## src/hw/rtl/dctg_pkg.sv

```systemverilog
package dctg_pkg;

    localparam int WALL_W    = 48;
    localparam int ACC_W     = 12;
    localparam int ADJ_W     = 32;
    localparam int FRAC_W    = 16;
    localparam int RATE_W    = 24;
    localparam int WHOLE_W   = 4;
    localparam int SECS_W    = 31;
    localparam int DIV_W     = 42;
    localparam int DIV_CNT_W = 6;
    localparam int REM_W     = WALL_W + 1;
    localparam int MCAND_W   = 40;
    localparam int PROD_W    = MCAND_W + ADJ_W;
    localparam int MUL_CNT_W = 5;

    localparam logic [WHOLE_W-1:0] TICK_CAP      = 4'd10;
    localparam logic [ADJ_W-1:0]   ONE_Q30       = 32'h4000_0000;
    localparam logic [ADJ_W-1:0]   RATIO_SAT     = 32'hFFFF_FFFF;
    localparam logic [WALL_W-1:0]  WALL_JUMP_MS  = 48'd1000;
    localparam logic [ACC_W-1:0]   SYNC_WIN_MS   = 12'd1000;
    localparam logic [PROD_W-1:0]  SECS_SAT_LIM  = 72'd1000 << 30;
    // ceil(2^50 / 1000), split at bit 32; exact for products up to 1000 ms in Q30
    localparam logic [31:0]        RECIP1K_LO    = 32'h24DD_2F1B;
    localparam logic [8:0]         RECIP1K_HI    = 9'h106;
    localparam logic [ADJ_W-1:0]   RECIP5        = 32'hCCCC_CCCD;
    localparam logic [RATE_W-1:0]  TPS_RESET     = 24'd5120;
    localparam logic [RATE_W-1:0]  SPEED_RESET   = 24'd65536;

    localparam logic OP_START  = 1'b0;

    // register map, byte address / 4
    localparam logic REG_TPS   = 1'b0;
    localparam logic REG_SPEED = 1'b1;

    typedef struct packed {
        logic accept;
        logic wall_step;
        logic div_ratio;
        logic ratio_take;
        logic ease;
        logic dm_step;
        logic mul_step;
        logic mul_check;
        logic secs_take;
        logic tick1;
        logic tick2;
        logic tick3;
        logic out_load;
    } dp_cmd_t;

    typedef struct packed {
        logic need_sync;
        logic sync_div;
        logic dm_mul;
        logic mul_last;
        logic mul_sat;
        logic div_busy;
        logic out_busy;
    } dp_sts_t;

endpackage

```

## src/hw/rtl/dctg_ctrl.sv

```systemverilog
module dctg_ctrl (
    input  logic                aclk,
    input  logic                aresetn,
    input  logic                s_tvalid,
    output logic                s_tready,
    input  logic                in_op,
    input  dctg_pkg::dp_sts_t   sts,
    output dctg_pkg::dp_cmd_t   cmd
);

    typedef enum logic [11:0] {
        S_IDLE  = 12'b0000_0000_0001,
        S_WALL  = 12'b0000_0000_0010,
        S_DIVR  = 12'b0000_0000_0100,
        S_EASE  = 12'b0000_0000_1000,
        S_DM    = 12'b0000_0001_0000,
        S_MUL   = 12'b0000_0010_0000,
        S_MCHK  = 12'b0000_0100_0000,
        S_DIVS  = 12'b0000_1000_0000,
        S_TICK1 = 12'b0001_0000_0000,
        S_TICK2 = 12'b0010_0000_0000,
        S_TICK3 = 12'b0100_0000_0000,
        S_OUT   = 12'b1000_0000_0000
    } state_t;

    state_t state_reg, state_next;

    assign s_tready = (state_reg == S_IDLE);

    always_comb begin
        state_next = state_reg;
        cmd        = '0;
        case (state_reg)
            S_IDLE: begin
                if (s_tvalid) begin
                    cmd.accept = 1'b1;
                    state_next = (in_op == dctg_pkg::OP_START) ? S_OUT : S_WALL;
                end
            end
            S_WALL: begin
                cmd.wall_step = 1'b1;
                if (sts.sync_div) begin
                    cmd.div_ratio = 1'b1;
                    state_next    = S_DIVR;
                end else if (sts.need_sync) begin
                    state_next = S_EASE;
                end else begin
                    state_next = S_DM;
                end
            end
            S_DIVR: begin
                if (!sts.div_busy) begin
                    cmd.ratio_take = 1'b1;
                    state_next     = S_EASE;
                end
            end
            S_EASE: begin
                cmd.ease   = 1'b1;
                state_next = S_DM;
            end
            S_DM: begin
                cmd.dm_step = 1'b1;
                state_next  = sts.dm_mul ? S_MUL : S_TICK1;
            end
            S_MUL: begin
                cmd.mul_step = 1'b1;
                if (sts.mul_last) begin
                    state_next = S_MCHK;
                end
            end
            S_MCHK: begin
                cmd.mul_check = 1'b1;
                state_next    = sts.mul_sat ? S_TICK1 : S_DIVS;
            end
            S_DIVS: begin
                cmd.secs_take = 1'b1;
                state_next    = S_TICK1;
            end
            S_TICK1: begin
                cmd.tick1  = 1'b1;
                state_next = S_TICK2;
            end
            S_TICK2: begin
                cmd.tick2  = 1'b1;
                state_next = S_TICK3;
            end
            S_TICK3: begin
                cmd.tick3  = 1'b1;
                state_next = S_OUT;
            end
            S_OUT: begin
                if (!sts.out_busy) begin
                    cmd.out_load = 1'b1;
                    state_next   = S_IDLE;
                end
            end
            default: begin
                state_next = S_IDLE;
            end
        endcase
    end

    always_ff @(posedge aclk) begin
        if (!aresetn) begin
            state_reg <= S_IDLE;
        end else begin
            state_reg <= state_next;
        end
    end

endmodule

```

## config.mk

```make
export PLATFORM = sky130hd
export DESIGN_NAME = dctg_ctrl
export DESIGN_NICKNAME = d
export VERILOG_FILES = /design/src/hw/rtl/dctg_pkg.sv /design/src/hw/rtl/dctg_ctrl.sv
export SDC_FILE = /design/constraint.sdc
export NUM_CORES = 1
export LEC_CHECK = 0
export BUFFER_PORTS_ARGS = -buffer_cell sky130_fd_sc_hd__buf_2
export CORE_MARGIN = 8
export CORE_UTILIZATION = 33
export DETAILED_ROUTE_END_ITERATION = 6
export HOLD_SLACK_MARGIN = 0.08
export SLEW_MARGIN = 10
export SYNTH_ARGS = -nofsm -noshare
export SYNTH_HDL_FRONTEND = slang
export SYNTH_SLANG_ARGS = --single-unit
```

## constraint.sdc

```tcl
create_clock -name aclk -period 2 [get_ports aclk]
set_clock_uncertainty 0.05 [all_clocks]
set_input_delay 0.3 -clock aclk [delete_from_list [all_inputs] [get_ports aclk]]
set_output_delay 0.3 -clock aclk [all_outputs]
set_load 0.01 [all_outputs]
```

* After elaboration in Yosys (flattened, before gate mapping)
Index checks and enable logic that the tools add are counted.
** Word-level totals
- Bits in registers :: 12
- Latch bits :: 0
- Memory bits (writable) :: 0
- Memory bits (read-only) :: 0
- Input bits :: 11
- Output and inout port bits :: 14
- Logic and storage cells :: 44
- Memories kept :: 0
** Operators by class
- $add $sub $neg :: 0
- $mul :: 0
- Div/mod/pow operators :: 0
- Order comparisons :: 0
- Equality and inequality tests :: 16
- Shifts and indexed selects :: 0
- Muxes and demuxes :: 26
- Bitwise gates (word level) :: 0
- Reduce and logical (&&, ||, !) cells :: 1
** Operators with widths (number)
- 12-bit one-hot mux with 12 select lines :: 1
- 12-bit two-way mux :: 6
- 9-bit two-way mux :: 2
- 1-bit two-way mux :: 15
- 12-bit by 1-bit == test with 1-bit output (second input constant) :: 1
- 12-bit by 10-bit == test with 1-bit output (second input constant) :: 1
- 12-bit by 11-bit == test with 1-bit output (second input constant) :: 1
- 12-bit == test (second input constant) :: 1
- 12-bit by 2-bit == test with 1-bit output (second input constant) :: 1
- 12-bit by 3-bit == test with 1-bit output (second input constant) :: 1
- 12-bit by 4-bit == test with 1-bit output (second input constant) :: 1
- 12-bit by 5-bit == test with 1-bit output (second input constant) :: 1
- 12-bit by 6-bit == test with 1-bit output (second input constant) :: 1
- 12-bit by 7-bit == test with 1-bit output (second input constant) :: 1
- 12-bit by 8-bit == test with 1-bit output (second input constant) :: 1
- 12-bit by 9-bit == test with 1-bit output (second input constant) :: 1
- 2-bit inequality test (second input constant) :: 4
- 5-bit two-way mux :: 1
- 4-bit AND reduction :: 1
- 2-bit two-way mux :: 1

* Depth between registers and ports, before layout
Gate-level depths: netlist of the first run.
- Word-level depth :: 3
- Depth in mapped cells :: 6
- Gate-level depth less buffers :: 5

* Worst setup path before layout of the first run
OpenSTA, ideal clock, no wires.
- Path type :: register to output
- From :: register state_reg[6]
- To :: output cmd[9] (netlist bit)
- Arrival :: 1653 ps
- Setup slack :: -3 ps
- Stages on the path, launching flop included :: 6
- Buffers on the path :: 1
- Cell sequence :: dfxtp_1 > buf_4 > nor4_1 > nand2_1 > or3_1 > nor4b_1
** RTL lines
- start, declared :: RTL line dctg_ctrl.sv:26 : state_t state_reg, state_next;
- start signal, assigned :: RTL line dctg_ctrl.sv:107 : state_reg <= state_next;
- end, declared :: RTL line dctg_ctrl.sv:8 : output dctg_pkg::dp_cmd_t cmd

==> flow_summary.toml, run 1 <==
[status]
outcome = "finished, violations left"
violations = "negative setup slack"

[grt]
grt_pass1_wl_um = 4440
grt_overflow = 0
grt_usage_pct = 12.4
antenna_found_initial = 0
grt_max_degree = 11
grt_pass1_vias = 984

[min_path]
hp-class = "primary input to flip-flop"
hp-start = "in_op"

[finish]
nets = 169
n_antenna_cell = 0
largest_register_ffs = 12
drive_gt1_share_pct = 51.6
area_growth_pct = 52.1
final_area_sq_um = 1340
fin_cells = 187

[synthesis]
synth-seq-area-share_pct = 27.2
ys_async_sr_fraction_pct = 0
synth_edf_count = 0
synth_cell_types = 45
syn_area_sq_um = 882
ys_warn_count = 0
synthDominantCellAreaShare_pct = 27.2
synthCells = 107
synth_top_area_cell = "dfxtp_1"
synth-seq-cells = 12
synth_area_per_cell_sq_um = 8.24
yosys_most_used_dff = "dfxtp_1"
synth_area_leaders = "dfxtp_1 (27%), and4_1 (5.0%), nor4_1 (5.0%), nor2_1 (4.3%), nor4b_1 (4.0%)"
synth_common_cells = "dfxtp_1 (12), nor2_1 (10), nor4_1 (7)"
synth_nets = 118
yosysMostFrequentCell = "dfxtp_1"

[critical_path]
path_class = "flip-flop to output pin"
r2r_slack_ns = 0.08
worstReg2RegStart = "state_reg[5]$_SDFFE_PN0P_"
critPathArrivalTime_ns = 1.82
crit_path_max_fanout = 2
endpoint = "cmd[9]"
worstSetupStartpoint = "state_reg[11]$_SDFFE_PN0P_"
rr_worst_depth = 6
critPathCaptureType = "output pin"
reg2reg_to = "state_reg[0]$_SDFFE_PN1P_"
required_ns = 1.65
critPathLaunchType = "flip-flop"

[timing]
worstMarginPinSlew_ns = 0.282
min_period_over_period_pct = 109
drv_slew = 0
timing.fmax_mhz = 460
rsz0062_at_grt = "true"
fin_crit_ns = 2.17
setup_violations = 5
finalHoldViolations = 0
timing.final.ws_setup_ns = -0.173
slew_headroom_pct = 81.0
whs_ns = 0.208

[route]
routed_wl_um = 2900
drtIter0Drc = 33
firstDrtPassIters = 4
ant_nets = 0
vias_per_cell = 5.35
post_drt_wl_per_cell_um = 15.5
vias = 1000
drc = 0

[clocking]
numCtsBuffers = 3
clockRootBuffer = "clkbuf_4"
cts_hold_buf = 0
cts_buffer_depth = 2
clock_sinks = 12
insertion_delay_ns = 0.28
path_clk_slew_ns = 0.08
cts.htree.levels = 1
cts_tree = "done"

[power]
p_leak_nw = 0.584
pwr-share-clk_pct = 24.8
seqPwrFrac_pct = 32.9
pwr-share-comb_pct = 42.3
p_int_uw = 533
power_density_nw_per_um2 = 590
switching_share_pct = 32.7
peakVddDrop_mv = 0.401
power_uw = 792
p_sw_uw = 259

[die]
start_util_pct = 35.3
io_pins = 25
rows = 18
core_sq_um = 2500
die_height_um = 67.7
die-width_um = 67.7
die-area_sq_um = 4580

[placement]
dpl.cell_count = 168
place_congestion = 0.799
port_buffers = 24
hpwl_um = 2000
placed_cell_area_sq_um = 1110

[run]
drv_cap = 0
==> placed cells by master (no fill, tap or decap), types with 3 or more instances in the layout <==
cell type  synthesis  final
nor4_2             1      3
clkbuf_4           0      3
nor4_1             7      4
nand2b_1           5      5
and4_1             5      5
nor3_1             4      3
o21ai_0            3      3
nand2_1            6      5
a21oi_1            5      5
o21a_1             4      4
dfxtp_1           12      7
buf_2              0     23
buf_4              1     27
nor4b_1            4      3
nor2_1            10      9
dfxtp_2            0      4
==> power by group through the flow <==
stage	logic, mW	clock network [mW]	registers, mW
after floorplan	0.142	0	0.262
after global placement	0.221	0	0.265
after detailed placement	0.222	0	0.265
after CTS	0.269	0.203	0.260
after global routing	0.359	0.211	0.262
final	0.335	0.196	0.261
==> worst max-delay path, stage by stage, from the launching register on <==
cell	delay, ns
dfxtp_4	0.36
nor4_4	0.31
nand2_1	0.13
or3_4	0.37
nor4b_4	0.21
buf_2	0.17
==> layout make-up <==
| cell class | count | area (sq um) |
|---|---|---|
| Fill cell | 244 | 1160 |
| Multi-Input combinational cell | 87 | 678 |
| Clock buffer | 4 | 36.3 |
| Sequential cell | 12 | 249 |
| Timing Repair Buffer | 51 | 329 |
| Inverter | 3 | 11.3 |
| Tap cell | 30 | 37.5 |
==> how the worst min path moves through the flow <==
stage	end	slack, ns	depth (start not counted)
after floorplan	state_reg[0]$_SDFFE_PN1P_	0.33	1
final	state_reg[1]$_SDFFE_PN0P_	0.21	3
after CTS	state_reg[1]$_SDFFE_PN0P_	0.21	3
after detailed placement	state_reg[1]$_SDFFE_PN0P_	0.51	3
after global routing	state_reg[1]$_SDFFE_PN0P_	0.23	3
after global placement	state_reg[1]$_SDFFE_PN0P_	0.50	3
==> through the flow <==
stage	setup WS (ns)	TNS [ns]	util, %
after floorplan	0.0891	0	-
after global placement	0.134	0	44.2
after detailed placement	0.120	0	44.2
after CTS	-0.154	-0.317	50.1
after global routing	-0.267	-1.03	53.7
final	-0.173	-0.454	53.7
==> per-layer routing <==
metal,vias up,global-route usage (%),part of all wire (%)
met5,-,0,0
met4,0,1.57,0
met3,0,3.97,4.3
met2,20,21.3,51
met1,472,15.1,44
li1,508,-,-
==> cells by family after synthesis <==
kind of cell / share of synthesized area (%)
flops: 27.2
compound gates: 17.4
buf+inv: 4.68
xor+xnor: 0.993
simple gates: 49.6
==> repair_timing <==
item	4_1_cts	5_1_grt
setup buffers	9	7
endpoints found under the setup margin	11	12
cloned	0	0
resized for setup	14	8
pin swaps	7	8
No activity file was read; power rests on OpenSTA's default activity.
==> inputs of run 2 (changes only) <==
--- a/config.mk
+++ b/config.mk
@@ -6,10 +6,12 @@
 export NUM_CORES = 1
 export LEC_CHECK = 0
 export BUFFER_PORTS_ARGS = -buffer_cell sky130_fd_sc_hd__buf_2
+export CAP_MARGIN = 20
 export CORE_MARGIN = 8
-export CORE_UTILIZATION = 33
+export CORE_UTILIZATION = 50
 export DETAILED_ROUTE_END_ITERATION = 6
 export HOLD_SLACK_MARGIN = 0.08
+export PLACE_DENSITY = 0.77
 export SLEW_MARGIN = 10
 export SYNTH_ARGS = -nofsm -noshare
 export SYNTH_HDL_FRONTEND = slang
==> flow_summary.toml, run 2 (synthesis gave the netlist of run 1 again) <==
[clocking]
cts_buffer_depth = 2
cts_tree = "done"
numCtsBuffers = 3
path_clk_slew_ns = 0.07
insertion_delay_ns = 0.27
cts.htree.levels = 1
clockRootBuffer = "clkbuf_4"
clock_sinks = 12

[route]
post_drt_wl_per_cell_um = 18.1
firstDrtPassIters = 7
vias = 1083
ant_nets = 0
vias_per_cell = 6.30
drc = 0
drtIter0Drc = 60
routed_wl_um = 3110

[die]
start_util_pct = 52.2
die-area_sq_um = 3360
die_height_um = 58
io_pins = 25
die-width_um = 58
core_sq_um = 1690
rows = 15

[timing]
timing.final.ws_setup_ns = -0.162
timing.fmax_mhz = 463
setup_violations = 8
worstMarginPinSlew_ns = 0.353
fin_crit_ns = 2.16
finalHoldViolations = 0
drv_slew = 0
whs_ns = 0.224
rsz0062_at_grt = "true"
slew_headroom_pct = 76.5
min_period_over_period_pct = 108

[finish]
multi_input_area_sq_um = 699
drive_gt1_share_pct = 54.2
final-seq-area_sq_um = 262
layout_commonest_cell = "buf_4"
area_growth_pct = 53.9
nets = 167
largest_register_ffs = 12
fillCellCount = 108
most-common-layout-cells = "buf_4 (23), buf_2 (22), nor2_1 (8)"
fin_cells = 172
final_area_sq_um = 1360
n_antenna_cell = 0

[critical_path]
critPathCaptureType = "output pin"
required_ns = 1.65
path_class = "flip-flop to output pin"
crit_path_max_fanout = 3
critPathArrivalTime_ns = 1.81
critPathLaunchType = "flip-flop"

[power]
power_uw = 779
peakVddDrop_mv = 0.443
p_leak_nw = 0.585
power_density_nw_per_um2 = 574

[grt]
grt_max_degree = 10
grt_pass1_wl_um = 4490
use_met2_pct = 30.3
use_met1_pct = 17.8
antenna_found_initial = 0
globalRouteMet3Util_pct = 6.18
grt_overflow = 0
grt_pass1_vias = 988
grt_usage_pct = 16.8
busiest_layer = "met2"

[placement]
port_buffers = 24
pre_cts_slack_ns = 0.130
placed_cell_area_sq_um = 1070
place_congestion = 0.883
dpl.cell_count = 152
hpwl_um = 1920

[status]
outcome = "finished, violations left"
violations = "negative setup slack"

[min_path]
hp-class = "primary input to flip-flop"

[run]
drv_cap = 0
## run 2: cell types whose count changed in the layout (fill, tap and decap cells not counted), moves of 2 or more
cell,change
buf_4,-4
buf_6,+3
dfxtp_1,-4
dfxtp_4,+3
nor4_1,-2
nor4_4,+2
## run 2: power breakdown
group	switching (mW)	leakage (nW)	internal [mW]
combinational	0.151	0.462	0.162
clock	0.0817	0.0210	0.111
sequential	0.0274	0.102	0.246
total	0.260	0.585	0.519
## run 2: path summary, 6_finish.rpt
| check | startpoint | to | slack [ns] | cells after the start |
|---|---|---|---|---|
| setup / recovery | state_reg[5]$_SDFFE_PN0P_ | cmd[9] | -0.16 | 5 |
| hold / removal | in_op | state_reg[1]$_SDFFE_PN0P_ | 0.22 | 3 |
| setup reg to reg | state_reg[6]$_SDFFE_PN0P_ | state_reg[0]$_SDFFE_PN1P_ | 0.05 | 6 |
| hold reg to reg | state_reg[3]$_SDFFE_PN0P_ | state_reg[3]$_SDFFE_PN0P_ | 0.53 | 2 |
## run 2: area by class of cell
cell class / count / area share [%]
clock buffers: 4 / 2.67
well taps: 17 / 1.57
flip-flops and latches: 12 / 19.3
inverters: 3 / 0.829
multi-input cells: 87 / 51.5
repair buffers: 49 / 24.1
## run 2: timing repair
action,CTS,global route
hold buffers,0,0
setup endpoints to repair,12,13
buffers inserted,2,14
gates cloned,0,0
pin swaps,1,16
resized for setup,8,26
## run 2: through the flow
stage / utilization [%] / setup TNS [ns]
CTS: 68.1 / -0.635
detailed placement: 63.2 / 0
global placement: 63.2 / 0
finish: 80.4 / -0.508
global route: 80.4 / -1.19
floorplan: - / 0
## run 2: critical path, stage by stage, from the launching register on
cell and delay, ns:
dfxtp_2 0.35, nor4_4 0.34, nand2_1 0.13, or3_4 0.35, nor4b_2 0.20, buf_2 0.17
## run 2: routing by layer
layer	share of wire (%)	up-vias	wire length, um
li1	-	508	-
met1	40	507	1260
met2	48	50	1510
met3	8.0	18	248
met4	3.1	0	96
met5	0	-	0
==> inputs of run 3 (changes only) <==
--- a/config.mk
+++ b/config.mk
@@ -7,6 +7,7 @@
 export LEC_CHECK = 0
 export BUFFER_PORTS_ARGS = -buffer_cell sky130_fd_sc_hd__buf_2
 export CAP_MARGIN = 20
+export CORE_ASPECT_RATIO = 1.1
 export CORE_MARGIN = 8
 export CORE_UTILIZATION = 50
 export DETAILED_ROUTE_END_ITERATION = 6
==> flow_summary.toml, run 3 (synthesis gave the netlist of run 1 again) <==
[critical_path]
path_class = "flip-flop to output pin"
worstSetupStartpoint = "state_reg[8]$_SDFFE_PN0P_"
crit_path_max_fanout = 2
r2r_slack_ns = 0.07
critPathArrivalTime_ns = 1.80
critPathLaunchType = "flip-flop"
worstReg2RegStart = "state_reg[5]$_SDFFE_PN0P_"
critPathCaptureType = "output pin"
required_ns = 1.65

[run]
drv_cap = 0

[die]
die-area_sq_um = 3370
die_height_um = 60.1
rows = 16
core_sq_um = 1720
start_util_pct = 51.2
io_pins = 25
die-width_um = 56.0

[clocking]
cts_buffer_depth = 2
numCtsBuffers = 3
clock_sinks = 12
cts_tree = "done"
cts.htree.levels = 1
cts_hold_buf = 0
clockRootBuffer = "clkbuf_4"
path_clk_slew_ns = 0.08
insertion_delay_ns = 0.28

[power]
power_density_nw_per_um2 = 576
peakVddDrop_mv = 0.440
p_leak_nw = 0.557

[grt]
grt_pass1_vias = 1019
grt_max_degree = 11
grt_pass1_wl_um = 4470
grt_overflow = 0
antenna_found_initial = 0
grt_usage_pct = 16.0

[route]
ant_nets = 0
drc = 0
post_drt_wl_per_cell_um = 16.6
routed_wl_um = 2760
firstDrtPassIters = 4
drtIter0Drc = 42
vias = 1017
vias_per_cell = 6.09

[finish]
n_antenna_cell = 0
area_growth_pct = 47.8
final_util_pct = 75.7
fillCellCount = 119
multi_input_area_sq_um = 699
fin_cells = 167
nets = 161
final-seq-area_sq_um = 262
drive_gt1_share_pct = 52.3
layout_commonest_cell = "buf_2"
most-common-layout-cells = "buf_2 (23), buf_4 (18), nor2_1 (10)"
largest_register_ffs = 12

[timing]
finalHoldViolations = 0
slew_headroom_pct = 77.0
timing.fmax_mhz = 466
worstMarginPinSlew_ns = 0.342
fin_crit_ns = 2.15
setup_violations = 6
rsz0062_at_grt = "true"
timing.final.ws_setup_ns = -0.147
min_period_over_period_pct = 107
drv_slew = 0

[status]
violations = "negative setup slack"
outcome = "finished, violations left"

[placement]
place_congestion = 0.894
dpl.cell_count = 152
port_buffers = 24
hpwl_um = 1930

[min_path]
hp-start = "in_op"
hp-class = "primary input to flip-flop"
==> run 3: final timing paths <==
kind,end,cells past startpoint
max,cmd[9],5
min,state_reg[1]$_SDFFE_PN0P_,3
max reg2reg,state_reg[0]$_SDFFE_PN1P_,6
min reg2reg,state_reg[8]$_SDFFE_PN0P_,2
==> run 3: through the flow <==
| stage | instance area (sq um) | setup slack [ns] | hold slack, ns | total power [mW] | TNS, ns |
|---|---|---|---|---|---|
| floorplan | 888 | 0.0891 | 0.329 | 0.404 | 0 |
| global placement | 1060 | 0.156 | 0.500 | 0.475 | 0 |
| detailed placement | 1060 | 0.111 | 0.513 | 0.481 | 0 |
| CTS | 1210 | -0.130 | 0.212 | 0.696 | -0.372 |
| global route | 1300 | -0.221 | 0.231 | 0.787 | -0.968 |
| finish | 1300 | -0.147 | 0.212 | 0.750 | -0.353 |
==> run 3: worst max-delay path: stages (launching register included) <==
cell and delay [ns]:
dfxtp_4 0.36, nor4_4 0.31, nand2_1 0.12, or3_4 0.36
nor4b_4 0.20, buf_2 0.17
==> run 3: area by class of cell <==
class	instances	share of cell area, %
clock buffers	4	2.78
inverters	3	0.864
multi-input cells	87	53.6
flip-flops and latches	12	20.1
well taps	18	1.73
repair buffers	43	20.9
==> run 3: routing by layer <==
| layer | up-vias | GRT usage [%] | share of wire (%) |
|---|---|---|---|
| met5 | - | 0 | 0 |
| met4 | 0 | 6.19 | 1.7 |
| met3 | 7 | 4.46 | 5.9 |
| met2 | 34 | 29.0 | 50 |
| met1 | 484 | 17.2 | 42 |
| li1 | 492 | - | - |
==> run 3: power by group <==
group / leakage [nW] / internal, mW / switching, mW / total (mW)
Combinational: 0.434 / 0.139 / 0.148 / 0.286
Sequential: 0.102 / 0.246 / 0.0196 / 0.266
Clock: 0.0210 / 0.111 / 0.0874 / 0.198
==> run 3: what timing repair did <==
action	in CTS	in global routing
setup buffers	8	3
resized for setup	17	15
pin swaps	9	12
setup endpoints to repair	12	13
